**src/sv/dcs_pkg.sv**
```systemverilog
// dcs_pkg: shared types and constants for the divisor count sum unit
// used by divisor_count_sum_unit and its bench; no dependencies
package dcs_pkg;

    // default number of limit bits the block uses
    localparam int LIMIT_BITS_DEF = 32;
    // width of the result field, the accumulator wraps at this width
    localparam int TOTAL_BITS     = 37;

    // sequencer states
    typedef enum logic [2:0] {
        S_IDLE,
        S_CHECK,
        S_QUO,
        S_END,
        S_FINISH
    } t_state;

endpackage

```
**src/sv/dcs_div.sv**
```systemverilog
// dcs_div: restoring unsigned divider, one quotient bit per cycle
// used by divisor_count_sum_unit; depends on nothing but its parameter
module dcs_div #(
    parameter int W = 32
) (
    input  logic         i_clk,
    input  logic         i_rst_n,
    input  logic         i_start,
    input  logic [W-1:0] i_dividend,
    input  logic [W-1:0] i_divisor,
    output logic         o_done,
    output logic [W-1:0] o_quot
);

    localparam int CW = $clog2(W);

    logic          r_busy;
    logic          r_done;
    logic [CW-1:0] r_cnt;
    logic [W-1:0]  r_dvd;
    logic [W-1:0]  r_rem;
    logic [W-1:0]  r_dsr;
    logic [W:0]    trial;
    logic [W:0]    diff;
    logic          fits;

    // one trial subtract per cycle
    always_comb begin
        trial = {r_rem, r_dvd[W-1]};
        diff  = trial - {1'b0, r_dsr};
        fits  = !diff[W];
    end

    // control: step counter and done strobe
    always_ff @(posedge i_clk) begin
        if (!i_rst_n) begin
            r_busy <= 1'b0;
            r_done <= 1'b0;
            r_cnt  <= '0;
        end else begin
            r_done <= 1'b0;
            if (i_start) begin
                r_busy <= 1'b1;
                r_cnt  <= '0;
            end else if (r_busy) begin
                r_cnt <= r_cnt + 1'b1;
                if (r_cnt == CW'(W - 1)) begin
                    r_busy <= 1'b0;
                    r_done <= 1'b1;
                end
            end
        end
    end

    // datapath: dividend register collects the quotient bits from the bottom
    always_ff @(posedge i_clk) begin
        if (i_start) begin
            r_dvd <= i_dividend;
            r_rem <= '0;
            r_dsr <= i_divisor;
        end else if (r_busy) begin
            r_dvd <= {r_dvd[W-2:0], fits};
            r_rem <= fits ? diff[W-1:0] : trial[W-1:0];
        end
    end

    assign o_done = r_done;
    assign o_quot = r_dvd;

endmodule

```
**src/sv/divisor_count_sum_unit.sv**
```systemverilog
// divisor_count_sum_unit: sum of floor(n / i) for i = 1..n over runs of equal quotient
// depends on dcs_pkg and dcs_div
//
//  channel | ports                      | handshake
//  --------+----------------------------+------------------------------------
//  input   | i_limit                    | taken when i_start high, o_busy low
//  result  | o_total                    | shown for one cycle with o_valid
//
// About 2*sqrt(n) runs of equal quotient per item. Each run takes two passes
// of the shared bit-serial divider plus a pass through S_CHECK. The run
// length times quotient product is done by a shift-add unit that overlaps
// the next run's divisions. Reset is synchronous and idles the sequencer;
// o_busy stays high from the accepting edge until the cycle of the o_valid
// strobe. The receiver cannot stall.
module divisor_count_sum_unit
    import dcs_pkg::*;
#(
    parameter int LIMIT_BITS = LIMIT_BITS_DEF
) (
    input  logic                  i_clk,
    input  logic                  i_rst_n,
    input  logic                  i_start,
    input  logic [LIMIT_BITS-1:0] i_limit,
    output logic                  o_busy,
    output logic                  o_valid,
    output logic [TOTAL_BITS-1:0] o_total
);

    localparam int W = LIMIT_BITS;

    t_state                r_state;
    t_state                n_state;
    logic [W-1:0]          r_n;
    logic [W:0]            r_lo;
    logic [W-1:0]          r_quo;
    logic [TOTAL_BITS-1:0] r_acc;
    logic [TOTAL_BITS-1:0] r_mcand;
    logic [W-1:0]          r_mplier;
    logic                  r_valid;
    logic [TOTAL_BITS-1:0] r_total;

    logic                  div_start;
    logic [W-1:0]          div_divisor;
    logic                  div_done;
    logic [W-1:0]          div_quot;
    logic                  mul_idle;
    logic [W-1:0]          run_len;
    logic [TOTAL_BITS+W-1:0] quo_ext;

    dcs_div #(.W(W)) u_div (
        .i_clk      (i_clk),
        .i_rst_n    (i_rst_n),
        .i_start    (div_start),
        .i_dividend (r_n),
        .i_divisor  (div_divisor),
        .o_done     (div_done),
        .o_quot     (div_quot)
    );

    assign mul_idle = (r_mplier == '0);
    // run end comes from the divider in S_END; hi >= lo so the length fits
    assign run_len  = div_quot - r_lo[W-1:0] + 1'b1;
    assign quo_ext  = {{TOTAL_BITS{1'b0}}, r_quo};

    // state register
    always_ff @(posedge i_clk) begin
        if (!i_rst_n) begin
            r_state <= S_IDLE;
        end else begin
            r_state <= n_state;
        end
    end

    // next state and divider requests
    always_comb begin
        n_state     = r_state;
        div_start   = 1'b0;
        div_divisor = r_lo[W-1:0];
        unique case (r_state)
            S_IDLE: begin
                if (i_start) begin
                    n_state = S_CHECK;
                end
            end
            S_CHECK: begin
                if (r_lo > {1'b0, r_n}) begin
                    n_state = S_FINISH;
                end else begin
                    div_start = 1'b1;
                    n_state   = S_QUO;
                end
            end
            S_QUO: begin
                // quotient known, ask for the last index sharing it
                if (div_done) begin
                    div_start   = 1'b1;
                    div_divisor = div_quot;
                    n_state     = S_END;
                end
            end
            S_END: begin
                if (div_done) begin
                    n_state = S_CHECK;
                end
            end
            S_FINISH: begin
                if (mul_idle) begin
                    n_state = S_IDLE;
                end
            end
            default: begin
                n_state = S_IDLE;
            end
        endcase
    end

    // run bookkeeping
    always_ff @(posedge i_clk) begin
        if (r_state == S_IDLE && i_start) begin
            r_n  <= i_limit;
            r_lo <= (W+1)'(1);
        end else if (r_state == S_QUO && div_done) begin
            r_quo <= div_quot;
        end else if (r_state == S_END && div_done) begin
            r_lo <= {1'b0, div_quot} + 1'b1;
        end
    end

    // shift-add multiply accumulate of run length times quotient
    always_ff @(posedge i_clk) begin
        if (!i_rst_n) begin
            r_mplier <= '0;
        end else if (r_state == S_IDLE && i_start) begin
            r_mplier <= '0;
            r_acc    <= '0;
        end else if (r_state == S_END && div_done) begin
            r_mplier <= run_len;
            r_mcand  <= quo_ext[TOTAL_BITS-1:0];
        end else if (!mul_idle) begin
            if (r_mplier[0]) begin
                r_acc <= r_acc + r_mcand;
            end
            r_mcand  <= {r_mcand[TOTAL_BITS-2:0], 1'b0};
            r_mplier <= {1'b0, r_mplier[W-1:1]};
        end
    end

    // result strobe
    always_ff @(posedge i_clk) begin
        if (!i_rst_n) begin
            r_valid <= 1'b0;
        end else begin
            r_valid <= (r_state == S_FINISH) && mul_idle;
        end
    end

    always_ff @(posedge i_clk) begin
        if (r_state == S_FINISH && mul_idle) begin
            r_total <= r_acc;
        end
    end

    assign o_busy  = (r_state != S_IDLE);
    assign o_valid = r_valid;
    assign o_total = r_total;

endmodule

```
**config.mk**
```make
export PLATFORM = sky130hd
export DESIGN_NAME = divisor_count_sum_unit
export DESIGN_NICKNAME = d
export VERILOG_FILES = /design/src/sv/dcs_pkg.sv /design/src/sv/dcs_div.sv /design/src/sv/divisor_count_sum_unit.sv
export SDC_FILE = /design/constraint.sdc
export NUM_CORES = 1
export LEC_CHECK = 0
export BUFFER_PORTS_ARGS = -buffer_cell sky130_fd_sc_hd__buf_2
export CORE_MARGIN = 4
export CORE_UTILIZATION = 40
export DETAILED_ROUTE_END_ITERATION = 8
export GPL_ROUTABILITY_DRIVEN = 0
export HOLD_SLACK_MARGIN = 0.12
export PLACE_DENSITY_LB_ADDON = 0.12
export SLEW_MARGIN = 20
export SYNTH_ARGS = -nofsm -noshare
export SYNTH_HDL_FRONTEND = slang
export SYNTH_SLANG_ARGS = --single-unit
```
**constraint.sdc**
```tcl
create_clock -name i_clk -period 7.8 [get_ports i_clk]
set_clock_uncertainty 0.15 [all_clocks]
set_input_delay 1.56 -clock i_clk [delete_from_list [all_inputs] [get_ports i_clk]]
set_output_delay 1.56 -clock i_clk [all_outputs]
set_load 0.02 [all_outputs]
```
# Word-level counts from Yosys, hierarchy flattened
# Cells that the tools add are included.
# op_classes
n_addsub	6
magnitude_cmp	1
eq_ne	12
n_mux	25
bitwise	4
n_reduce_logical	18
# ops
operator	n
32-bit two-way mux	8
37-bit two-way mux	4
37-bit adder	1
32-bit by 1-bit adder with 33-bit output (second input constant)	1
33-bit by 32-bit greater-than comparator with 1-bit output	1
33-bit by 32-bit subtractor with 33-bit output	1
32-bit by 1-bit adder with 32-bit output (second input constant)	1
32-bit logical NOT	1
32-bit subtractor	1
3-bit two-way mux	5
3-bit case mux with 5 select lines	1
2-bit by 1-bit != test with 1-bit output (second input constant)	4
4-bit AND reduction	2
3-bit by 2-bit equality test with 1-bit output (second input constant)	2
1-bit two-way mux	6
2-bit != test (second input constant)	3
5-bit by 1-bit adder with 5-bit output (second input constant)	1
5-bit equality test (second input constant)	1
1-bit logical AND	4
1-bit NOT	4
2-bit AND reduction	2
2-bit nonzero test	2
2-bit OR reduction	2
3-bit by 1-bit equality test with 1-bit output (second input constant)	1
other kinds (7)	7
# totals
register_bits	347
input_bits	35
wordCells	82

# Logic depth before layout (Yosys ltp)
# Gate-level depths: netlist of the first run.
# logic_depth
word_depth	4
ltp_mapped	16
depth_no_buf	16

# Cells and area by module
# From an unflattened synthesis of the first run, not the netlist that was laid out.
# hier_totals
cells_unflattened	1978
area_unflattened_um2	19701.4
# modules_own_cells
mod	n_inst	cells_per_inst	area_each_um2
divisor_count_sum_unit	1	1391	13765.7
dcs_div	1	587	5935.7

# Worst setup path before layout of the first run
# No wires, ideal clock.
# synth_path
path_type	input -> register
start	input port i_start
end	register r_mcand[0], enable pin
arrival_ps	3790
required_ps	7207
slack_ps	3416
cell_stages	4
path_cell_list	nand2_1 nand2_1 clkbuf_1 a21oi_1
# synth_via
elab_chain_len	3
# synth_lines
item	line	rtl
start: declaration	divisor_count_sum_unit.sv:22	input logic i_start,
1-bit logical AND	divisor_count_sum_unit.sv:133	end else if (r_state == S_IDLE && i_start) begin
1-bit NOT (no line)	n/a	
3-bit AND reduction (no line)	n/a	
end signal: assignment	divisor_count_sum_unit.sv:138	r_mcand <= quo_ext[TOTAL_BITS-1:0];
end signal: assignment	divisor_count_sum_unit.sv:143	r_mcand <= {r_mcand[TOTAL_BITS-2:0], 1'b0};
end: declaration	divisor_count_sum_unit.sv:37	logic [TOTAL_BITS-1:0] r_mcand;
# Every way passes these cells.
# A chain may end at the register's enable or synchronous reset.

# Worst setup path after layout of the first run
# layout_path
start	register r_n[2]
end	register u_div.r_dvd[20] (netlist: u_div.o_quot[20]) (data pin)
# layout_via
elab_chain_len	4
# layout_lines
item	line	rtl
start: declaration	divisor_count_sum_unit.sv:33	logic [W-1:0] r_n;
start signal: assignment	divisor_count_sum_unit.sv:120	r_n <= i_limit;
33-bit by 32-bit greater-than comparator with 1-bit output	divisor_count_sum_unit.sv:86	if (r_lo > {1'b0, r_n}) begin
1-bit two-way mux	divisor_count_sum_unit.sv:86	
1-bit case mux with 2 select lines	divisor_count_sum_unit.sv:79	unique case (r_state)
32-bit two-way mux	dcs_div.sv:57	if (i_start) begin
end signal: assignment	dcs_div.sv:58	r_dvd <= i_dividend;
end signal: assignment	dcs_div.sv:62	r_dvd <= {r_dvd[W-2:0], fits};
end: declaration	dcs_div.sv:20	logic [W-1:0] r_dvd;
# Every way passes these cells.

==> results of run 1 <==
## flip-flops by register name (all words and copies together) (netlist names)
signal,flops
r_mcand,37
o_valid,1
r_state,3
u_div.o_done,1
r_mplier,32
u_div.r_cnt,5
u_div.r_busy,1
r_quo,32
r_n,32
u_div.r_rem,32
o_total,37
r_lo,33
r_acc,37
u_div.r_dsr,32
u_div.o_quot,32
## metal layers
layer | routed length [um] | vias up
met1 | 23600 | 6761
met4 | 1170 | 0
met3 | 1940 | 67
met5 | 0 | -
li1 | - | 7207
met2 | 22100 | 268
## placed cells by master, fill, tap and decap left out, drive strengths merged, types with 12 or more instances in the layout
cell and instances:
nand2b 18, o21bai 16, clkbuf 59, o21a 13, and3 14, nor2 178
nor2b 15, buf 86, nor3 23, nand4 32, xor2 49, a22o 12
a31oi 21, a21o 53, nand3 31, nand2 278, a21oi 126, ha 164
o21ai 129, edfxtp 239, dfxtp 108, inv 129, and2 17, xnor2 66
a211oi 64
## cells by family (layout without fill, tap and decap cells)
group / Yosys count / after routing / synth area share (%)
compound gates: 495 / 495 / 16.6
xor+xnor: 115 / 115 / 5.24
fa+ha+maj: 167 / 167 / 10.9
buf+inv: 199 / 290 / 3.91
flops: 347 / 347 / 48.3
mux: 13 / 13 / 0.685
simple gates: 635 / 635 / 14.4
## final cells by class
cell class,count,area share [%]
Sequential cell,347,43.1
Inverter,128,2.22
Tap cell,615,3.55
Clock inverter,17,0.842
Timing Repair Buffer,86,2.13
Multi-Input combinational cell,1425,42.9
Clock buffer,59,5.32
## worst max path at each step
stage	startpoint	end	slack, ns	cells past startpoint
after global placement	r_n[2]$_DFFE_PP_	u_div.o_quot[20]$_DFFE_PP_	3.83	13
after global routing	r_n[2]$_DFFE_PP_	u_div.o_quot[20]$_DFFE_PP_	3.47	13
after CTS	r_n[2]$_DFFE_PP_	u_div.o_quot[20]$_DFFE_PP_	3.69	13
final	r_n[2]$_DFFE_PP_	u_div.o_quot[20]$_DFFE_PP_	3.70	13
after floorplan	i_start	r_mcand[0]$_SDFFCE_PN0P_	3.42	4
after detailed placement	r_n[2]$_DFFE_PP_	u_div.o_quot[20]$_DFFE_PP_	3.70	13
## report_power, final
part	switching [W]	internal (W)	leakage (nW)
logic	0.00141	0.000919	4.95
clock network	0.000779	0.00113	0.650
registers	0.000223	0.00227	3.09
## worst max-delay path, delay by kind of cell, from the launching register on
kind | cells | cell delay, ns
fa+ha+maj | 1 | 0.25
flops | 1 | 0.39
simple gates | 1 | 0.10
buf+inv | 3 | 1.28
compound gates | 8 | 1.66
## through the flow
step / instances / hold slack [ns] / setup slack (ns) / util [%]
floorplan: 1971 / 0.271 / 3.42 / -
global placement: 2601 / 0.291 / 3.83 / 42.6
detailed placement: 2601 / 0.294 / 3.70 / 42.6
CTS: 2677 / 0.303 / 3.69 / 45.4
global route: 2677 / 0.317 / 3.47 / 45.4
finish: 2677 / 0.299 / 3.70 / 45.4
==> results.cfg, run 1 <==
[critical_path]
max_stage_delay_ns = 0.67
cp.required_ns = 7.94
r2r_cells = 13
r2r_slack_ns = 3.70
path_class = flop to flop
critPathLaunchType = flop
crit_path_end_kind = flop
critPathArrivalTime_ns = 4.24
worstReg2RegEnd = u_div.o_quot[20]$_DFFE_PP_
critPathMaxFanout = 34
path_common_cell = a21o_1
rr_startpoint = r_n[2]$_DFFE_PP_
crit_chain = inv_1, ha_1, a21o_1, a21o_1, a211o_1, a221o_1, o31a_1, o21a_1, o21bai_4, clkinv_1, buf_4, nand2_1, o21ai_0
slowest_stage = clkinv_1

[worst_hold_path]
hold_end = r_mplier[17]$_SDFFE_PP0N_
hp-class = flop to flop
hold_start = r_mplier[18]$_SDFFE_PP0N_
hold_depth = 2

[job]
cap_violations = 0

[floorplanning]
die_x_um = 228
die_area_mm2 = 0.0520
std_cell_rows = 80
core_mm2 = 0.0477
fp.dieH_um = 228
boundaryPins = 74
initial_core_util_pct = 40.5

[finish]
seq_area_mm2 = 0.00934
area_delta_synth_final_pct = 12.1
antennaDiodeCount = 0
final_area_mm2 = 0.0217
multiInputGateArea_mm2 = 0.00930
fillers = 4490
drive_gt1_share_pct = 8.29
nNetsFinal = 2231

[placed_design]
port_buffers = 73
placed_area_mm2 = 0.0204
hpwl_mm = 35.5

[sta]
finalSetupViolations = 0
period_minus_slack_ns = 4.10
finalSetupTns_ns = 0
slew_violations = 0
slew_headroom_pct = 29.4
hold_viol_final = 0
post-route-period-util_pct = 52.5
max_freq_mhz = 244
worst_slew_pin_slew_ns = 1.06
rsz0062_at_grt = false

[pwr]
powerDensity_mw_per_mm2 = 311
ir_drop_mv = 0.184
finalPower_w = 0.00674
p_leak_nw = 8.69

[yosys]
yosysTopAreaCell = edfxtp_1
synth.distinct_cells = 68
syn_area_per_cell_um2 = 9.82
synth_top_area_share_pct = 37.1
syn_nets = 2173
synthFlopType = edfxtp_1
ys_async_sr_fraction_pct = 0
yosys_register_bits = 347
synth_area_mm2 = 0.0193
netlist_instances = 1971
yosysMostFrequentCell = nand2_1
synthTopCellsByCount = nand2_1, edfxtp_1, nor2_1, ha_1, o21ai_0
synth-edff-count = 239
synth_warnings = 0
synthTopCellsByArea = edfxtp_1, dfxtp_1, ha_1, nand2_1, nor2_1
synth_seq_area_share_pct = 48.3

[clock_tree]
cts_tree = built
cts-resized-gates = 0
post_cts_buffers = 0
cts_buffer_depth = 3
clkTransAtPathRegs_ns = 0.06
cts.sinks = 347
clock_latency_ns = 0.56
cts_root_buffer = clkbuf_16
post_cts_hold_buffer_count = 0
cts-buffers-inserted = 41
h-tree-depth = 2

[routing]
drc = 0
vias = 14300
drtAntennaViolNets = 0
drt_iter0_markers = 806
wl_per_cell_um = 18.2
viasPerCell = 5.34
first_pass_iters = 5
wl_mm = 48.8

[global_routing]
grt_pass1_vias = 14100
overflow = 0
busiest_layer = met2
track_usage_pct = 18.5
antenna_found_initial = 0
grtUsageMet3_pct = 2.61
grtUsageMet1_pct = 26.2
grt_util_met2_pct = 29.8
grt_pass1_wl_mm = 78.1
grt_max_degree = 96

[run_status]
outcome = complete, no violations
Note: power is estimated with default switching activity, not from simulation.
==> inputs of run 2 (changes only) <==
==> constraint.sdc (replaced) <==
create_clock -name i_clk -period 3.7 [get_ports i_clk]
set_clock_uncertainty 0.15 [all_clocks]
set_input_delay 0.74 -clock i_clk [delete_from_list [all_inputs] [get_ports i_clk]]
set_output_delay 0.74 -clock i_clk [all_outputs]
set_load 0.02 [all_outputs]
==> run 2 against run 1 <==
  * Sequential share of layout area decreased by 1.1 points
  * Power grew 120%
  * Utilization up 1.2 points
  * Register-to-register slack got worse by 3.6 ns
  * Sequential cell count is the same
  * Global-route usage is 0.25 points higher
  * Cell area grew 2.7%
  * Critical path depth rose by 1
  * Fmax rose by 14%
  * First-iteration DRC count up 1.7%
  * Die area unchanged
  * Clock power is 110% higher
==> results.cfg, run 2 (synthesized netlist as in run 1, its figures left out) <==
[run_status]
outcome = complete, no violations

[critical_path]
cp.required_ns = 4.04
crit_path_end_kind = flop
critPathLaunchType = flop
path_class = flop to flop
critPathArrivalTime_ns = 3.93
critPathMaxFanout = 5

[finish]
fillers = 4463
final_common_cell = nand2_1
area_delta_synth_final_pct = 15.1
antennaDiodeCount = 0
nNetsFinal = 2290
utilization_pct = 46.7
drive_gt1_share_pct = 10.9
most-common-layout-cells = nand2_1, edfxtp_1, nor2_1

[sta]
finalSetupViolations = 0
worst_slew_pin_slew_ns = 0.691
finalSetupTns_ns = 0
post-route-period-util_pct = 96.8
slew_violations = 0
max_freq_mhz = 279
rsz0062_at_grt = true
period_minus_slack_ns = 3.58
hold_viol_final = 0
slew_headroom_pct = 53.4
worst_slack_ns = 0.119

[routing]
drc = 0
wl_per_cell_um = 18.0
wl_mm = 49.1
viasPerCell = 5.35
first_pass_iters = 5
drtAntennaViolNets = 0
drt_iter0_markers = 820
vias = 14600

[floorplanning]
core_mm2 = 0.0477
die_x_um = 228
fp.dieH_um = 228
initial_core_util_pct = 40.5
std_cell_rows = 80
die_area_mm2 = 0.0520
boundaryPins = 74

[clock_tree]
cts_buffer_depth = 3
cts.sinks = 347
cts_tree = built
clock_latency_ns = 0.56
cts-buffers-inserted = 41
cts_root_buffer = clkbuf_16
clkTransAtPathRegs_ns = 0.06
h-tree-depth = 2

[global_routing]
overflow = 0
antenna_found_initial = 1
grt_pass1_wl_mm = 79.3
track_usage_pct = 18.7
grt_max_degree = 107
grt_pass1_vias = 14600

[worst_hold_path]
hp-class = primary input to flop

[pwr]
ir_drop_mv = 0.410
p_leak_nw = 8.99
powerDensity_mw_per_mm2 = 654
finalPower_w = 0.0146

[placed_design]
hpwl_mm = 35.8
place_ws_ns = 0.0117
port_buffers = 73

[job]
cap_violations = 0
run 2: path summary, 6_finish.rpt:
kind | start | end | slack [ns] | cells after the start
worst max-delay path | r_lo[13]$_SDFFE_PP0P_ | r_mplier[30]$_SDFFE_PP0N_ | 0.12 | 14
worst min register to register | r_mplier[17]$_SDFFE_PP0N_ | r_mplier[16]$_SDFFE_PP0N_ | 0.30 | 2
worst max register to register | r_lo[13]$_SDFFE_PP0P_ | r_mplier[30]$_SDFFE_PP0N_ | 0.12 | 14
worst min-delay path | i_limit[8] | r_n[8]$_DFFE_PP_ | 0.21 | 1
run 2: through the flow:
stage          hold slack (ns)  std cells  instance area [um2]
2_1_floorplan            0.271       1971                19400
3_3_place_gp             0.288       2659                20900
6_report                 0.206       2735                22300
5_1_grt                  0.178       2735                22300
4_1_cts                  0.168       2734                22200
3_5_place_dp             0.293       2659                20900
run 2: layer usage:
metal  wire, um  vias to the layer above  GRT usage (%)
li1           -                     7336              -
met1      23600                     6935           26.4
met2      22100                      295           30.2
met3       2140                       76           2.58
met4       1230                        2           5.64
met5         12                        -              0
run 2: timing repair:
action	4_1_cts	5_1_grt
hold buffers	0	0
gates resized for setup	2	10
setup buffers	0	1
cloned	0	0
setup endpoints to repair	2	34
pin swaps	0	5
run 2: worst max-delay path, cell delays in order, from the launching register on:
cell and delay [ns]:
dfxtp_1 0.36, inv_1 0.10, ha_1 0.30, ha_2 0.38, nand2_1 0.12, or3_1 0.40, a211oi_2 0.23, buf_4 0.17
o2111ai_1 0.19, a21bo_1 0.28, o21ai_2 0.18, a31oi_1 0.11, o21bai_1 0.16, xor2_1 0.22, a22o_1 0.15
run 2: final cells by class:
type                    count  area, um2  area share (%)
flip-flops and latches    347       9340            41.9
inverters                 128        482            2.16
clock inverters            11        130           0.584
clock buffers              64       1190            5.36
multi-input cells        1425       9370            42.0
well taps                 615        769            3.45
repair buffers            145        993            4.46
run 2: power breakdown:
part | leakage [nW] | switching (W) | internal [W] | total [W]
Sequential | 3.09 | 0.000372 | 0.00478 | 0.00515
Clock | 0.638 | 0.00158 | 0.00242 | 0.00400
Combinational | 5.27 | 0.00316 | 0.00225 | 0.00541
